## src/design/assert_macros.svh

```systemverilog
// Assertion shorthands shared by the converter RTL.
// Every macro expects clk and rst_n in scope at the point of use.
`ifndef ASSERT_MACROS_SVH
`define ASSERT_MACROS_SVH

// Antecedent this cycle implies consequent next cycle; quiet while in reset.
`define ASSERT_IMPLY_NEXT(lbl, ante, cons) \
  lbl: assert property (@(posedge clk) disable iff (!rst_n) (ante) |=> (cons)) \
    else $error("next-cycle implication failed");

// Same check with reset left live, for checking reset behavior itself.
`define ASSERT_RESET_NEXT(lbl, ante, cons) \
  lbl: assert property (@(posedge clk) (ante) |=> (cons)) \
    else $error("reset behavior check failed");

`endif

```

## src/design/cddn_pkg.sv

```systemverilog
// Shared types, constants and small tables for the civil date / day number converter.
// Used by cddn_ctrl, cddn_d2n, cddn_n2d and the top level; depends on nothing.
package cddn_pkg;

  // Pipeline depth: datapath stages plus the output register.
  localparam int NS         = 11;
  localparam int D2N_STAGES = 5;
  localparam int DLY_N      = NS - 1 - D2N_STAGES;

  typedef enum logic {
    CMD_TO_DAYS = 1'b0,
    CMD_TO_DATE = 1'b1
  } cmd_t;

  typedef struct packed {
    logic [NS-1:0] en;
    logic [NS-1:0] vld;
    logic [NS-1:0] cmd;
  } pipe_ctl_t;

  typedef struct packed {
    logic signed [23:0] year;
    logic [3:0]         month;
    logic [4:0]         day;
    logic               oor;
  } date_t;

  // Calendar constants.
  localparam logic [17:0]        DAYS_ERA     = 18'd146097;
  localparam logic signed [18:0] DAYS_ERA_S   = 19'sd146097;
  localparam logic [8:0]         YEARS_ERA    = 9'd400;
  localparam logic signed [9:0]  YEARS_ERA_S  = 10'sd400;
  localparam logic [8:0]         DAYS_YEAR    = 9'd365;
  localparam logic signed [20:0] DAYS_EPOCH_S = 21'sd719468;
  localparam longint unsigned    DAYS_EPOCH   = 64'd719468;

  localparam logic signed [33:0] YEAR_MAX = 34'sd8388607;
  localparam logic signed [33:0] YEAR_MIN = -34'sd8388608;

  // Date to days: bias the 25-bit year so the era divide sees a non-negative value.
  localparam longint unsigned C_Y_L   = ((64'd1 << 23) + 64'd400) / 64'd400;
  localparam logic [16:0]     C_Y     = 17'(C_Y_L);
  localparam logic [24:0]     OFF_Y   = 25'(C_Y_L * 64'd400);
  localparam int              K_400   = 34;
  localparam logic [25:0]     M_400   = 26'(((64'd1 << K_400) + 64'd399) / 64'd400);

  // Days to date: bias the day count by a whole number of eras.
  localparam longint unsigned C_ERA_L = ((64'd1 << 39) + 64'd146096) / 64'd146097;
  localparam logic [24:0]     C_ERA   = 25'(C_ERA_L);
  localparam logic [40:0]     K_N2D   = 41'(DAYS_EPOCH + C_ERA_L * 64'd146097);
  // Floor reciprocal: the estimate is at most one low and gets one correction step.
  localparam logic [23:0]     M_ERA   = 24'((64'd1 << 41) / 64'd146097);

  // Exact ceiling reciprocals for the narrow divides inside an era.
  localparam int          K_1460  = 29;
  localparam logic [18:0] M_1460  = 19'(((64'd1 << K_1460) + 64'd1459) / 64'd1460);
  localparam int          K_36524 = 34;
  localparam logic [18:0] M_36524 = 19'(((64'd1 << K_36524) + 64'd36523) / 64'd36524);
  localparam int          K_365   = 27;
  localparam logic [18:0] M_365   = 19'(((64'd1 << K_365) + 64'd364) / 64'd365);
  localparam int          K_153   = 19;
  localparam longint unsigned M_153_L = ((64'd1 << K_153) + 64'd152) / 64'd153;
  // (5*doy + 2) / 153 folded into one multiply and a constant.
  localparam logic [14:0] MP_MUL  = 15'(M_153_L * 64'd5);
  localparam logic [23:0] MP_ADD  = 24'(M_153_L * 64'd2);

  // Days before the month, counting from March: (153*mm + 2) / 5.
  function automatic logic [8:0] month_off(input logic [3:0] mm);
    logic [8:0] off;
    case (mm)
      4'd0:    off = 9'd0;
      4'd1:    off = 9'd31;
      4'd2:    off = 9'd61;
      4'd3:    off = 9'd92;
      4'd4:    off = 9'd122;
      4'd5:    off = 9'd153;
      4'd6:    off = 9'd184;
      4'd7:    off = 9'd214;
      4'd8:    off = 9'd245;
      4'd9:    off = 9'd275;
      4'd10:   off = 9'd306;
      4'd11:   off = 9'd337;
      4'd12:   off = 9'd367;
      default: off = 9'd0;
    endcase
    return off;
  endfunction

  // Century index within an era (yoe / 100).
  function automatic logic [1:0] cent_of(input logic [8:0] yoe);
    logic [1:0] c;
    if (yoe >= 9'd300) begin
      c = 2'd3;
    end else if (yoe >= 9'd200) begin
      c = 2'd2;
    end else if (yoe >= 9'd100) begin
      c = 2'd1;
    end else begin
      c = 2'd0;
    end
    return c;
  endfunction

endpackage

```

## src/design/civil_date_day_number_converter_unit.sv

```systemverilog
// Proleptic Gregorian converter between civil dates and signed day counts
// relative to 1970-01-01. Top level; depends on cddn_pkg, cddn_ctrl, cddn_d2n,
// cddn_n2d and assert_macros.svh.
//
// Input channel (in_valid / in_stall): in_command 0 takes in_year, in_month,
// in_day and returns out_day_count; in_command 1 takes in_day_count and returns
// out_year, out_month, out_day and out_of_range (year clamped to 24 bits).
// Fields not used by the command read as zero. Each item gives one result item.
//
// There are 11 register stages, counting the output register. The first loads
// at the accepting edge. Throughput is one item per cycle while out_stall is
// low. The depth is set by the day-to-date path: a split 41-bit era divide with
// a one-step correction, then the in-era divides, each a registered reciprocal
// multiply.
//
// Synchronous active-low reset empties the pipeline. When out_stall is high the
// output item holds; stages behind it keep filling until every stage is full,
// and only then in_stall rises. No item is dropped or repeated.
`include "assert_macros.svh"

module civil_date_day_number_converter_unit (
  input  logic               clk,
  input  logic               rst_n,
  input  logic               in_valid,
  output logic               in_stall,
  input  logic               in_command,
  input  logic signed [23:0] in_year,
  input  logic [3:0]         in_month,
  input  logic [4:0]         in_day,
  input  logic signed [39:0] in_day_count,
  output logic               out_valid,
  input  logic               out_stall,
  output logic signed [39:0] out_day_count,
  output logic signed [23:0] out_year,
  output logic [3:0]         out_month,
  output logic [4:0]         out_day,
  output logic               out_of_range
);

  cddn_pkg::pipe_ctl_t ctl;
  cddn_pkg::date_t     date;
  logic signed [39:0]  dc;

  logic signed [39:0]  dc_r;
  logic signed [23:0]  year_r;
  logic [3:0]          month_r;
  logic [4:0]          day_r;
  logic                oor_r;

  cddn_ctrl u_ctrl (
    .clk        (clk),
    .rst_n      (rst_n),
    .in_valid   (in_valid),
    .in_command (in_command),
    .in_stall   (in_stall),
    .out_stall  (out_stall),
    .ctl        (ctl)
  );

  cddn_d2n u_d2n (
    .clk       (clk),
    .ctl       (ctl),
    .in_year   (in_year),
    .in_month  (in_month),
    .in_day    (in_day),
    .day_count (dc)
  );

  cddn_n2d u_n2d (
    .clk          (clk),
    .ctl          (ctl),
    .in_day_count (in_day_count),
    .date         (date)
  );

  // Output register: pick the result for the item's command, zero the rest.
  always_ff @(posedge clk) begin
    if (ctl.en[cddn_pkg::NS-1]) begin
      if (ctl.cmd[cddn_pkg::NS-2] == cddn_pkg::CMD_TO_DATE) begin
        dc_r    <= '0;
        year_r  <= date.year;
        month_r <= date.month;
        day_r   <= date.day;
        oor_r   <= date.oor;
      end else begin
        dc_r    <= dc;
        year_r  <= '0;
        month_r <= '0;
        day_r   <= '0;
        oor_r   <= 1'b0;
      end
    end
  end

  assign out_valid     = ctl.vld[cddn_pkg::NS-1];
  assign out_day_count = dc_r;
  assign out_year      = year_r;
  assign out_month     = month_r;
  assign out_day       = day_r;
  assign out_of_range  = oor_r;

  `ASSERT_IMPLY_NEXT(a_accept_enters, in_valid && !in_stall, ctl.vld[0])
  `ASSERT_IMPLY_NEXT(a_no_repeat, out_valid && !out_stall && !ctl.vld[cddn_pkg::NS-2], !out_valid)
  `ASSERT_RESET_NEXT(a_reset_empties, !rst_n, !out_valid && !ctl.vld[0])

endmodule

```

## src/design/cddn_ctrl.sv

```systemverilog
// Pipeline control for the converter: valid and command bits per stage, stage enables.
// Depends on cddn_pkg.
module cddn_ctrl (
  input  logic                  clk,
  input  logic                  rst_n,
  input  logic                  in_valid,
  input  logic                  in_command,
  output logic                  in_stall,
  input  logic                  out_stall,
  output cddn_pkg::pipe_ctl_t   ctl
);

  logic [cddn_pkg::NS-1:0] vld_r;
  logic [cddn_pkg::NS-1:0] vld_nxt;
  logic [cddn_pkg::NS-1:0] cmd_r;
  logic [cddn_pkg::NS-1:0] cmd_nxt;
  logic [cddn_pkg::NS-1:0] en;

  // A stage loads when it is empty or its successor loads, so bubbles close up.
  always_comb begin
    en[cddn_pkg::NS-1] = !vld_r[cddn_pkg::NS-1] || !out_stall;
    for (int i = cddn_pkg::NS-2; i >= 0; i--) begin
      en[i] = !vld_r[i] || en[i+1];
    end
  end

  always_comb begin
    vld_nxt = vld_r;
    cmd_nxt = cmd_r;
    if (en[0]) begin
      vld_nxt[0] = in_valid;
      cmd_nxt[0] = in_command;
    end
    for (int i = 1; i < cddn_pkg::NS; i++) begin
      if (en[i]) begin
        vld_nxt[i] = vld_r[i-1];
        cmd_nxt[i] = cmd_r[i-1];
      end
    end
  end

  always_ff @(posedge clk) begin
    if (!rst_n) begin
      vld_r <= '0;
    end else begin
      vld_r <= vld_nxt;
    end
  end

  always_ff @(posedge clk) begin
    cmd_r <= cmd_nxt;
  end

  assign in_stall = !en[0];
  assign ctl.en   = en;
  assign ctl.vld  = vld_r;
  assign ctl.cmd  = cmd_r;

endmodule

```

## src/design/cddn_d2n.sv

```systemverilog
// Civil date to day number datapath: five compute stages, then a delay line to
// line up with the day-number-to-date path. Depends on cddn_pkg.
module cddn_d2n (
  input  logic                clk,
  input  cddn_pkg::pipe_ctl_t ctl,
  input  logic signed [23:0]  in_year,
  input  logic [3:0]          in_month,
  input  logic [4:0]          in_day,
  output logic signed [39:0]  day_count
);

  // Stage 0: shift Jan/Feb into the previous year, bias year, day of year.
  logic signed [24:0] y_adj;
  logic [3:0]         mm;
  logic [24:0]        s0_n_nxt;
  logic signed [9:0]  s0_doy_nxt;
  logic [24:0]        s0_n_r;
  logic signed [9:0]  s0_doy_r;

  // Stage 1: era quotient.
  logic [50:0]        q_prod;
  logic [16:0]        s1_q_r;
  logic [24:0]        s1_n_r;
  logic signed [9:0]  s1_doy_r;

  // Stage 2: year of era and signed era.
  logic [8:0]         s2_yoe_nxt;
  logic signed [16:0] s2_era_nxt;
  logic [8:0]         s2_yoe_r;
  logic signed [16:0] s2_era_r;
  logic signed [9:0]  s2_doy_r;

  // Stage 3: day of era and era days.
  logic signed [18:0] s3_doe_nxt;
  logic signed [35:0] s3_ed_nxt;
  logic signed [18:0] s3_doe_r;
  logic signed [35:0] s3_ed_r;

  // Stage 4: final sum.
  logic signed [40:0] s4_sum;
  logic signed [39:0] s4_dc_r;

  logic signed [39:0] dly_r [cddn_pkg::DLY_N];

  always_comb begin
    y_adj      = in_year - ((in_month <= 4'd2) ? 25'sd1 : 25'sd0);
    s0_n_nxt   = 25'(y_adj) + cddn_pkg::OFF_Y;
    mm         = (in_month > 4'd2) ? in_month - 4'd3 : in_month + 4'd9;
    s0_doy_nxt = 10'(cddn_pkg::month_off(mm)) + 10'(in_day) - 10'd1;
  end

  assign q_prod = s0_n_r * cddn_pkg::M_400;

  always_comb begin
    s2_yoe_nxt = 9'(26'(s1_n_r) - 26'(s1_q_r) * 26'(cddn_pkg::YEARS_ERA));
    s2_era_nxt = s1_q_r - cddn_pkg::C_Y;
  end

  always_comb begin
    s3_doe_nxt = 19'(s2_yoe_r) * 19'(cddn_pkg::DAYS_YEAR) + 19'(s2_yoe_r >> 2)
               - 19'(cddn_pkg::cent_of(s2_yoe_r)) + 19'(s2_doy_r);
    s3_ed_nxt  = s2_era_r * cddn_pkg::DAYS_ERA_S;
  end

  assign s4_sum = 41'(s3_ed_r) + 41'(s3_doe_r) - 41'(cddn_pkg::DAYS_EPOCH_S);

  always_ff @(posedge clk) begin
    if (ctl.en[0]) begin
      s0_n_r   <= s0_n_nxt;
      s0_doy_r <= s0_doy_nxt;
    end
    if (ctl.en[1]) begin
      s1_q_r   <= q_prod[50:cddn_pkg::K_400];
      s1_n_r   <= s0_n_r;
      s1_doy_r <= s0_doy_r;
    end
    if (ctl.en[2]) begin
      s2_yoe_r <= s2_yoe_nxt;
      s2_era_r <= s2_era_nxt;
      s2_doy_r <= s1_doy_r;
    end
    if (ctl.en[3]) begin
      s3_doe_r <= s3_doe_nxt;
      s3_ed_r  <= s3_ed_nxt;
    end
    if (ctl.en[4]) begin
      s4_dc_r <= s4_sum[39:0];
    end
  end

  // Delay line: hold each item until the other path catches up.
  always_ff @(posedge clk) begin
    if (ctl.en[cddn_pkg::D2N_STAGES]) begin
      dly_r[0] <= s4_dc_r;
    end
    for (int i = 1; i < cddn_pkg::DLY_N; i++) begin
      if (ctl.en[cddn_pkg::D2N_STAGES + i]) begin
        dly_r[i] <= dly_r[i-1];
      end
    end
  end

  assign day_count = dly_r[cddn_pkg::DLY_N-1];

endmodule

```

## src/design/cddn_n2d.sv

```systemverilog
// Day number to civil date datapath: ten register stages, last one feeds the
// top-level output register through a clamp. Depends on cddn_pkg.
module cddn_n2d (
  input  logic                clk,
  input  cddn_pkg::pipe_ctl_t ctl,
  input  logic signed [39:0]  in_day_count,
  output cddn_pkg::date_t     date
);

  logic [40:0]        s0_n_nxt;
  logic [40:0]        s0_n_r;

  logic [43:0]        s1_ph_nxt;
  logic [44:0]        s1_pl_nxt;
  logic [43:0]        s1_ph_r;
  logic [44:0]        s1_pl_r;
  logic [40:0]        s1_n_r;

  logic [65:0]        s2_sum;
  logic [23:0]        s2_qe_r;
  logic [40:0]        s2_n_r;

  logic [41:0]        s3_p_nxt;
  logic [41:0]        s3_p_r;
  logic [23:0]        s3_qe_r;
  logic [40:0]        s3_n_r;

  logic [41:0]        s4_diff;
  logic [18:0]        s4_rem;
  logic [23:0]        s4_q_nxt;
  logic [17:0]        s4_doe_nxt;
  logic [23:0]        s4_q_r;
  logic [17:0]        s4_doe_r;

  logic [36:0]        s5_pa;
  logic [36:0]        s5_pb;
  logic [23:0]        s5_q_r;
  logic [17:0]        s5_doe_r;
  logic [7:0]         s5_a_r;
  logic [2:0]         s5_b_r;
  logic               s5_c_r;

  logic [17:0]        s6_t_nxt;
  logic [23:0]        s6_q_r;
  logic [17:0]        s6_doe_r;
  logic [17:0]        s6_t_r;

  logic [36:0]        s7_py;
  logic [23:0]        s7_q_r;
  logic [17:0]        s7_doe_r;
  logic [8:0]         s7_yoe_r;

  logic [17:0]        s8_yd;
  logic [8:0]         s8_doy_nxt;
  logic signed [24:0] s8_era;
  logic signed [33:0] s8_e400;
  logic signed [33:0] s8_yb_nxt;
  logic [8:0]         s8_doy_r;
  logic signed [33:0] s8_yb_r;

  logic [23:0]        s9_pm;
  logic [8:0]         s9_doy_r;
  logic signed [33:0] s9_yb_r;
  logic [3:0]         s9_mp_r;

  logic [3:0]         mo;
  logic [8:0]         day_full;
  logic signed [33:0] yfull;

  // Bias by whole eras so every divide below sees an unsigned value.
  assign s0_n_nxt = 41'(in_day_count) + cddn_pkg::K_N2D;

  // Era quotient estimate, split into two partial products.
  always_comb begin
    s1_ph_nxt = s0_n_r[40:21] * cddn_pkg::M_ERA;
    s1_pl_nxt = s0_n_r[20:0] * cddn_pkg::M_ERA;
  end

  assign s2_sum   = {s1_ph_r, 21'd0} + 66'(s1_pl_r);
  assign s3_p_nxt = s2_qe_r * cddn_pkg::DAYS_ERA;

  // Correct a low estimate by one.
  always_comb begin
    s4_diff = {1'b0, s3_n_r} - s3_p_r;
    s4_rem  = s4_diff[18:0];
    if (s4_rem >= 19'(cddn_pkg::DAYS_ERA)) begin
      s4_q_nxt   = s3_qe_r + 24'd1;
      s4_doe_nxt = 18'(s4_rem - 19'(cddn_pkg::DAYS_ERA));
    end else begin
      s4_q_nxt   = s3_qe_r;
      s4_doe_nxt = s4_rem[17:0];
    end
  end

  always_comb begin
    s5_pa = s4_doe_r * cddn_pkg::M_1460;
    s5_pb = s4_doe_r * cddn_pkg::M_36524;
  end

  assign s6_t_nxt = s5_doe_r - 18'(s5_a_r) + 18'(s5_b_r) - 18'(s5_c_r);
  assign s7_py    = s6_t_r * cddn_pkg::M_365;

  always_comb begin
    s8_yd      = 18'(s7_yoe_r) * 18'(cddn_pkg::DAYS_YEAR) + 18'(s7_yoe_r >> 2)
               - 18'(cddn_pkg::cent_of(s7_yoe_r));
    s8_doy_nxt = 9'(s7_doe_r - s8_yd);
    s8_era     = 25'(s7_q_r) - cddn_pkg::C_ERA;
    s8_e400    = s8_era * cddn_pkg::YEARS_ERA_S;
    s8_yb_nxt  = s8_e400 + $signed(34'(s7_yoe_r));
  end

  assign s9_pm = s8_doy_r * cddn_pkg::MP_MUL + cddn_pkg::MP_ADD;

  always_ff @(posedge clk) begin
    if (ctl.en[0]) begin
      s0_n_r <= s0_n_nxt;
    end
    if (ctl.en[1]) begin
      s1_ph_r <= s1_ph_nxt;
      s1_pl_r <= s1_pl_nxt;
      s1_n_r  <= s0_n_r;
    end
    if (ctl.en[2]) begin
      s2_qe_r <= s2_sum[64:41];
      s2_n_r  <= s1_n_r;
    end
    if (ctl.en[3]) begin
      s3_p_r  <= s3_p_nxt;
      s3_qe_r <= s2_qe_r;
      s3_n_r  <= s2_n_r;
    end
    if (ctl.en[4]) begin
      s4_q_r   <= s4_q_nxt;
      s4_doe_r <= s4_doe_nxt;
    end
    if (ctl.en[5]) begin
      s5_q_r   <= s4_q_r;
      s5_doe_r <= s4_doe_r;
      s5_a_r   <= s5_pa[36:cddn_pkg::K_1460];
      s5_b_r   <= s5_pb[36:cddn_pkg::K_36524];
      s5_c_r   <= (s4_doe_r == 18'(cddn_pkg::DAYS_ERA - 18'd1));
    end
    if (ctl.en[6]) begin
      s6_q_r   <= s5_q_r;
      s6_doe_r <= s5_doe_r;
      s6_t_r   <= s6_t_nxt;
    end
    if (ctl.en[7]) begin
      s7_q_r   <= s6_q_r;
      s7_doe_r <= s6_doe_r;
      s7_yoe_r <= s7_py[35:cddn_pkg::K_365];
    end
    if (ctl.en[8]) begin
      s8_doy_r <= s8_doy_nxt;
      s8_yb_r  <= s8_yb_nxt;
    end
    if (ctl.en[9]) begin
      s9_doy_r <= s8_doy_r;
      s9_yb_r  <= s8_yb_r;
      s9_mp_r  <= s9_pm[22:cddn_pkg::K_153];
    end
  end

  // Month, day and clamped year from the last stage.
  always_comb begin
    mo       = (s9_mp_r < 4'd10) ? s9_mp_r + 4'd3 : s9_mp_r - 4'd9;
    day_full = s9_doy_r - cddn_pkg::month_off(s9_mp_r) + 9'd1;
    yfull    = s9_yb_r + ((mo <= 4'd2) ? 34'sd1 : 34'sd0);
    date.month = mo;
    date.day   = day_full[4:0];
    if (yfull > cddn_pkg::YEAR_MAX) begin
      date.year = cddn_pkg::YEAR_MAX[23:0];
      date.oor  = 1'b1;
    end else if (yfull < cddn_pkg::YEAR_MIN) begin
      date.year = cddn_pkg::YEAR_MIN[23:0];
      date.oor  = 1'b1;
    end else begin
      date.year = yfull[23:0];
      date.oor  = 1'b0;
    end
  end

endmodule
```

## config.mk

```make
export PLATFORM = sky130hd
export DESIGN_NAME = civil_date_day_number_converter_unit
export DESIGN_NICKNAME = d
export VERILOG_FILES = /design/src/design/cddn_pkg.sv /design/src/design/civil_date_day_number_converter_unit.sv /design/src/design/cddn_ctrl.sv /design/src/design/cddn_d2n.sv /design/src/design/cddn_n2d.sv
export VERILOG_INCLUDE_DIRS = /design/src /design/src/design
export SDC_FILE = /design/constraint.sdc
export NUM_CORES = 2
export LEC_CHECK = 0
export ABC_AREA = 1
export BUFFER_PORTS_ARGS = -buffer_cell sky130_fd_sc_hd__buf_2
export CAP_MARGIN = 10
export CORE_ASPECT_RATIO = 0.8
export CORE_MARGIN = 3
export CORE_UTILIZATION = 30
export CTS_CLUSTER_SIZE = 24
export DETAILED_ROUTE_END_ITERATION = 12
export PLACE_DENSITY = 0.47
export SYNTH_ARGS = -nofsm -noshare
export SYNTH_HDL_FRONTEND = slang
export SYNTH_SLANG_ARGS = --single-unit
export TNS_END_PERCENT = 50
```

## constraint.sdc

```tcl
create_clock -name clk -period 23 [get_ports clk]
set_clock_uncertainty 0.05 [all_clocks]
set_input_delay 3.45 -clock clk [delete_from_list [all_inputs] [get_ports clk]]
set_output_delay 3.45 -clock clk [all_outputs]
set_load 0.02 [all_outputs]
```

==> flow_summary.yaml <==
routing:
  drt_first_pass_iters: 6
  drtAntennaViolNets: 0
  route.detailed.vias_per_inst: 4.40
  wl_per_cell_um: 16.8
  drt_first_iter_violations: 4232
  routed_wl_mm: 272
  vias: 71094
  drc_errors: 0
logic_synthesis:
  synth_seq_area_share_pct: 27.8
  synth_async_sr_flop_share_pct: 0
  synth_edf_count: 988
  syn_nets: 14062
  synthesis.area_um2: 108000
  netlist_cell_types: 62
  average_size_of_a_mapped_cell_um2: 9.77
  yosys_warnings: 0
  post_synth_inst_count: 11026
  yosys_most_used_dff: "sky130_fd_sc_hd__edfxtp_1"
  synth.ff_latch_count: 1004
timing:
  worst_slew_pin_slew_ns: 1.15
  fmax_mhz: 84.7
  setup_violations_final: 0
  hold_viol_final: 0
  slew_viol_final: 0
  timing.max_slew.rel_slack_pct: 22.8
  grt_setup_unrepaired: "false"
  period_minus_slack_ns: 11.80
  setup_total_negative_slack_ns: 0
  minimum_setup_slack_in_the_final_design_ns: 11.20
  period_utilisation_layout_pct: 51.3
clocking:
  clock_path_buffers: 4
  clkSlewWorstSetupHoldPaths_ns: 0.06
  cts_root_buffer: "sky130_fd_sc_hd__clkbuf_16"
  post_cts.repair.setup_buffers: 0
  hold_buffers: 0
  cts_made_buffers: 118
  insertion_delay_ns: 0.92
  htree_num_levels: 3
  cts_tree: "built"
  cts_repair_resize_count: 0
  clock_sink_count: 1004
grt:
  grt_max_degree: 67
  global_route.overflow_total: 0
  antenna_violations_before_repair: 12
  grt_usage_pct: 15.0
  grt_pass1_wl_mm: 429
  first_global_vias: 72913
run:
  timing.max_cap.violations: 0
hold_path:
  min_to: "u_d2n.s2_doy_r[1]"
  hold_class: "flop to flop"
  hold_path.startpoint: "u_d2n.s1_doy_r[1]"
  whs_path_depth: 0
worst_setup_path:
  crit_slowest_cell: "sky130_fd_sc_hd__inv_4"
  cp.required_ns: 19.50
  rr_endpoint: "u_d2n.s1_q_r[13]"
  worstReg2RegStart: "u_d2n.s0_n_r[8]"
  worst-endpoint-arrival_ns: 8.30
  crit_chain: "buf_2 > nand2_4 > nor2_2 > inv_4 > nor2_1 > inv_4 > nor2_1 > inv_4 > nor2_1 > inv_4 > nor2_2 > nand2_4 > nor2_2 > nand2_4 > nor2_2 > nand2_4 > inv_2 > buf_2"
  rrSetupSlack_ns: 16.01
  cp-start-kind: "primary input"
  timing.critical_path.fanout_max: 56
  ff2ff_path_depth: 24
  critical_path_class: "primary input to output pin"
  crit_path_end_kind: "output pin"
  critical_path_s_largest_stage_delay_ns: 0.56
floorplan:
  core_footprint_um2: 357000
  rows: 196
  die_height_um: 542
  die_area_um2: 366000
  io_pins: 154
  die_x_um: 676
  start_util_pct: 30.2
place:
  io_buffers: 153
  place.gp.congestion: 0.902
  placed_wire_length_estimate_mm: 231
  pre_cts_slack_ns: 10.88
finish:
  fin_util_pct: 33.2
  area_delta_synth_final_pct: 10.0
  final_cell_mix: "sky130_fd_sc_hd__inv_1 (2659), sky130_fd_sc_hd__ha_1 (1802), sky130_fd_sc_hd__nand2_1 (1555)"
  filler_cell_count: 36911
  final_stage_net_count: 14340
  drive_gt1_share_pct: 3.69
  final_common_cell: "sky130_fd_sc_hd__inv_1"
status:
  status: "complete, no violations"
==> routing by layer <==
layer | vias up | wire [µm] | track usage (%)
li1 | 35925 | - | -
met1 | 33815 | 143000 | 23.3
met2 | 1147 | 110000 | 21.6
met3 | 205 | 13300 | 2.43
met4 | 2 | 5490 | 3.26
met5 | - | 8 | 0
==> sequential cells by signal, summed over array words and instances, names as in the netlist, 23 cells and up, named ones only <==
signal and count:
u_n2d.s2_qe_r 24, u_n2d.s9_yb_r 34, u_n2d.s1_ph_r 43, u_n2d.s1_pl_r 23, u_d2n.s3_ed_r 36, u_d2n.s0_n_r 25
u_d2n.dly_r 200, u_n2d.s5_q_r 24, out_day_count 40, u_n2d.s7_q_r 24, u_n2d.s8_yb_r 34, u_n2d.s4_q_r 24
u_n2d.s3_qe_r 24, u_n2d.s0_n_r 41, out_year 24, u_n2d.s6_q_r 24, u_d2n.s4_dc_r 40
==> per-stage QoR <==
stage               area (µm²)  hold slack (ns)  cells
global route            119000            0.310  16154
finish                  119000            0.289  16154
floorplan               108000            0.350  11026
CTS                     119000            0.292  16148
global placement        115000            0.351  15936
detailed placement      115000            0.355  15936
==> area by class of cell <==
type,instances,area (µm²),share of cell area [%]
Multi-Input combinational cell,7323,67600,57.0
Tap cell,4752,5950,5.02
Clock inverter,75,857,0.723
Antenna cell,6,15.0,0.0127
Sequential cell,1004,30000,25.3
Clock buffer,137,3070,2.59
Timing Repair Buffer,188,1030,0.868
Inverter,2669,10000,8.47
==> worst max path at each step <==
stage	depth (start not counted)	startpoint	slack, ns	to
final	18	out_stall	11.20	in_stall
after global routing	18	out_stall	10.57	in_stall
after CTS	18	out_stall	10.88	in_stall
after detailed placement	18	out_stall	10.88	in_stall
after global placement	18	out_stall	10.79	in_stall
after floorplan	16	out_stall	1.79	in_stall
==> cell usage after synthesis (4+ instances only) <==
| library cell | instances | share of area, % |
|---|---|---|
| sky130_fd_sc_hd__o211ai_1 | 26 | 0.18 |
| sky130_fd_sc_hd__nor3b_1 | 7 | 0.049 |
| sky130_fd_sc_hd__a21oi_1 | 475 | 2.2 |
| sky130_fd_sc_hd__or2_2 | 11 | 0.064 |
| sky130_fd_sc_hd__buf_1 | 5 | 0.017 |
| sky130_fd_sc_hd__xor2_1 | 307 | 2.5 |
| sky130_fd_sc_hd__ha_1 | 1802 | 21 |
| sky130_fd_sc_hd__a221oi_1 | 6 | 0.049 |
| sky130_fd_sc_hd__nand4_1 | 159 | 0.92 |
| sky130_fd_sc_hd__a21o_1 | 45 | 0.31 |
| sky130_fd_sc_hd__o2111ai_1 | 7 | 0.057 |
| sky130_fd_sc_hd__fa_1 | 1156 | 21 |
| sky130_fd_sc_hd__nor2_2 | 7 | 0.041 |
| sky130_fd_sc_hd__nor4_1 | 44 | 0.26 |
| sky130_fd_sc_hd__nor3_1 | 96 | 0.45 |
| sky130_fd_sc_hd__buf_2 | 6 | 0.028 |
| sky130_fd_sc_hd__o221ai_1 | 4 | 0.033 |
| sky130_fd_sc_hd__a21boi_0 | 11 | 0.077 |
| sky130_fd_sc_hd__a31oi_1 | 51 | 0.30 |
| sky130_fd_sc_hd__o21a_1 | 23 | 0.16 |
| sky130_fd_sc_hd__nand3_1 | 330 | 1.5 |
| sky130_fd_sc_hd__dfxtp_1 | 16 | 0.30 |
| sky130_fd_sc_hd__nand3b_1 | 17 | 0.12 |
| sky130_fd_sc_hd__buf_6 | 4 | 0.042 |
| sky130_fd_sc_hd__and2_1 | 7 | 0.041 |
| sky130_fd_sc_hd__inv_1 | 2665 | 9.3 |
| sky130_fd_sc_hd__edfxtp_1 | 988 | 28 |
| sky130_fd_sc_hd__a211oi_1 | 10 | 0.070 |
| sky130_fd_sc_hd__o21ai_0 | 239 | 1.1 |
| sky130_fd_sc_hd__xnor2_1 | 176 | 1.4 |
| sky130_fd_sc_hd__o21bai_1 | 27 | 0.19 |
| sky130_fd_sc_hd__o31ai_1 | 6 | 0.042 |
| sky130_fd_sc_hd__and3_1 | 6 | 0.035 |
| sky130_fd_sc_hd__clkbuf_1 | 14 | 0.049 |
| sky130_fd_sc_hd__nand2_1 | 1559 | 5.4 |
| sky130_fd_sc_hd__nor2_1 | 674 | 2.3 |
==> worst max-delay path, delay by kind of cell <==
kind          cells  cell delay [ns]
buf+inv           7             2.19
simple gates     11             2.58
==> cell families (layout without fill, tap and decap cells) <==
family / count (synthesis) / after routing / synth area share [%]
fa+ha+maj: 2958 / 2958 / 42.4
simple gates: 2931 / 2931 / 11.4
buf+inv: 2699 / 3069 / 9.44
flops: 1004 / 1004 / 27.8
compound gates: 948 / 948 / 4.92
xor+xnor: 485 / 485 / 3.96
mux: 1 / 1 / 0.00929
other cells: 0 / 6 / 0
Power is not shown: default switching activity piles up to over one toggle a cycle in this logic, so the estimate is an artifact.
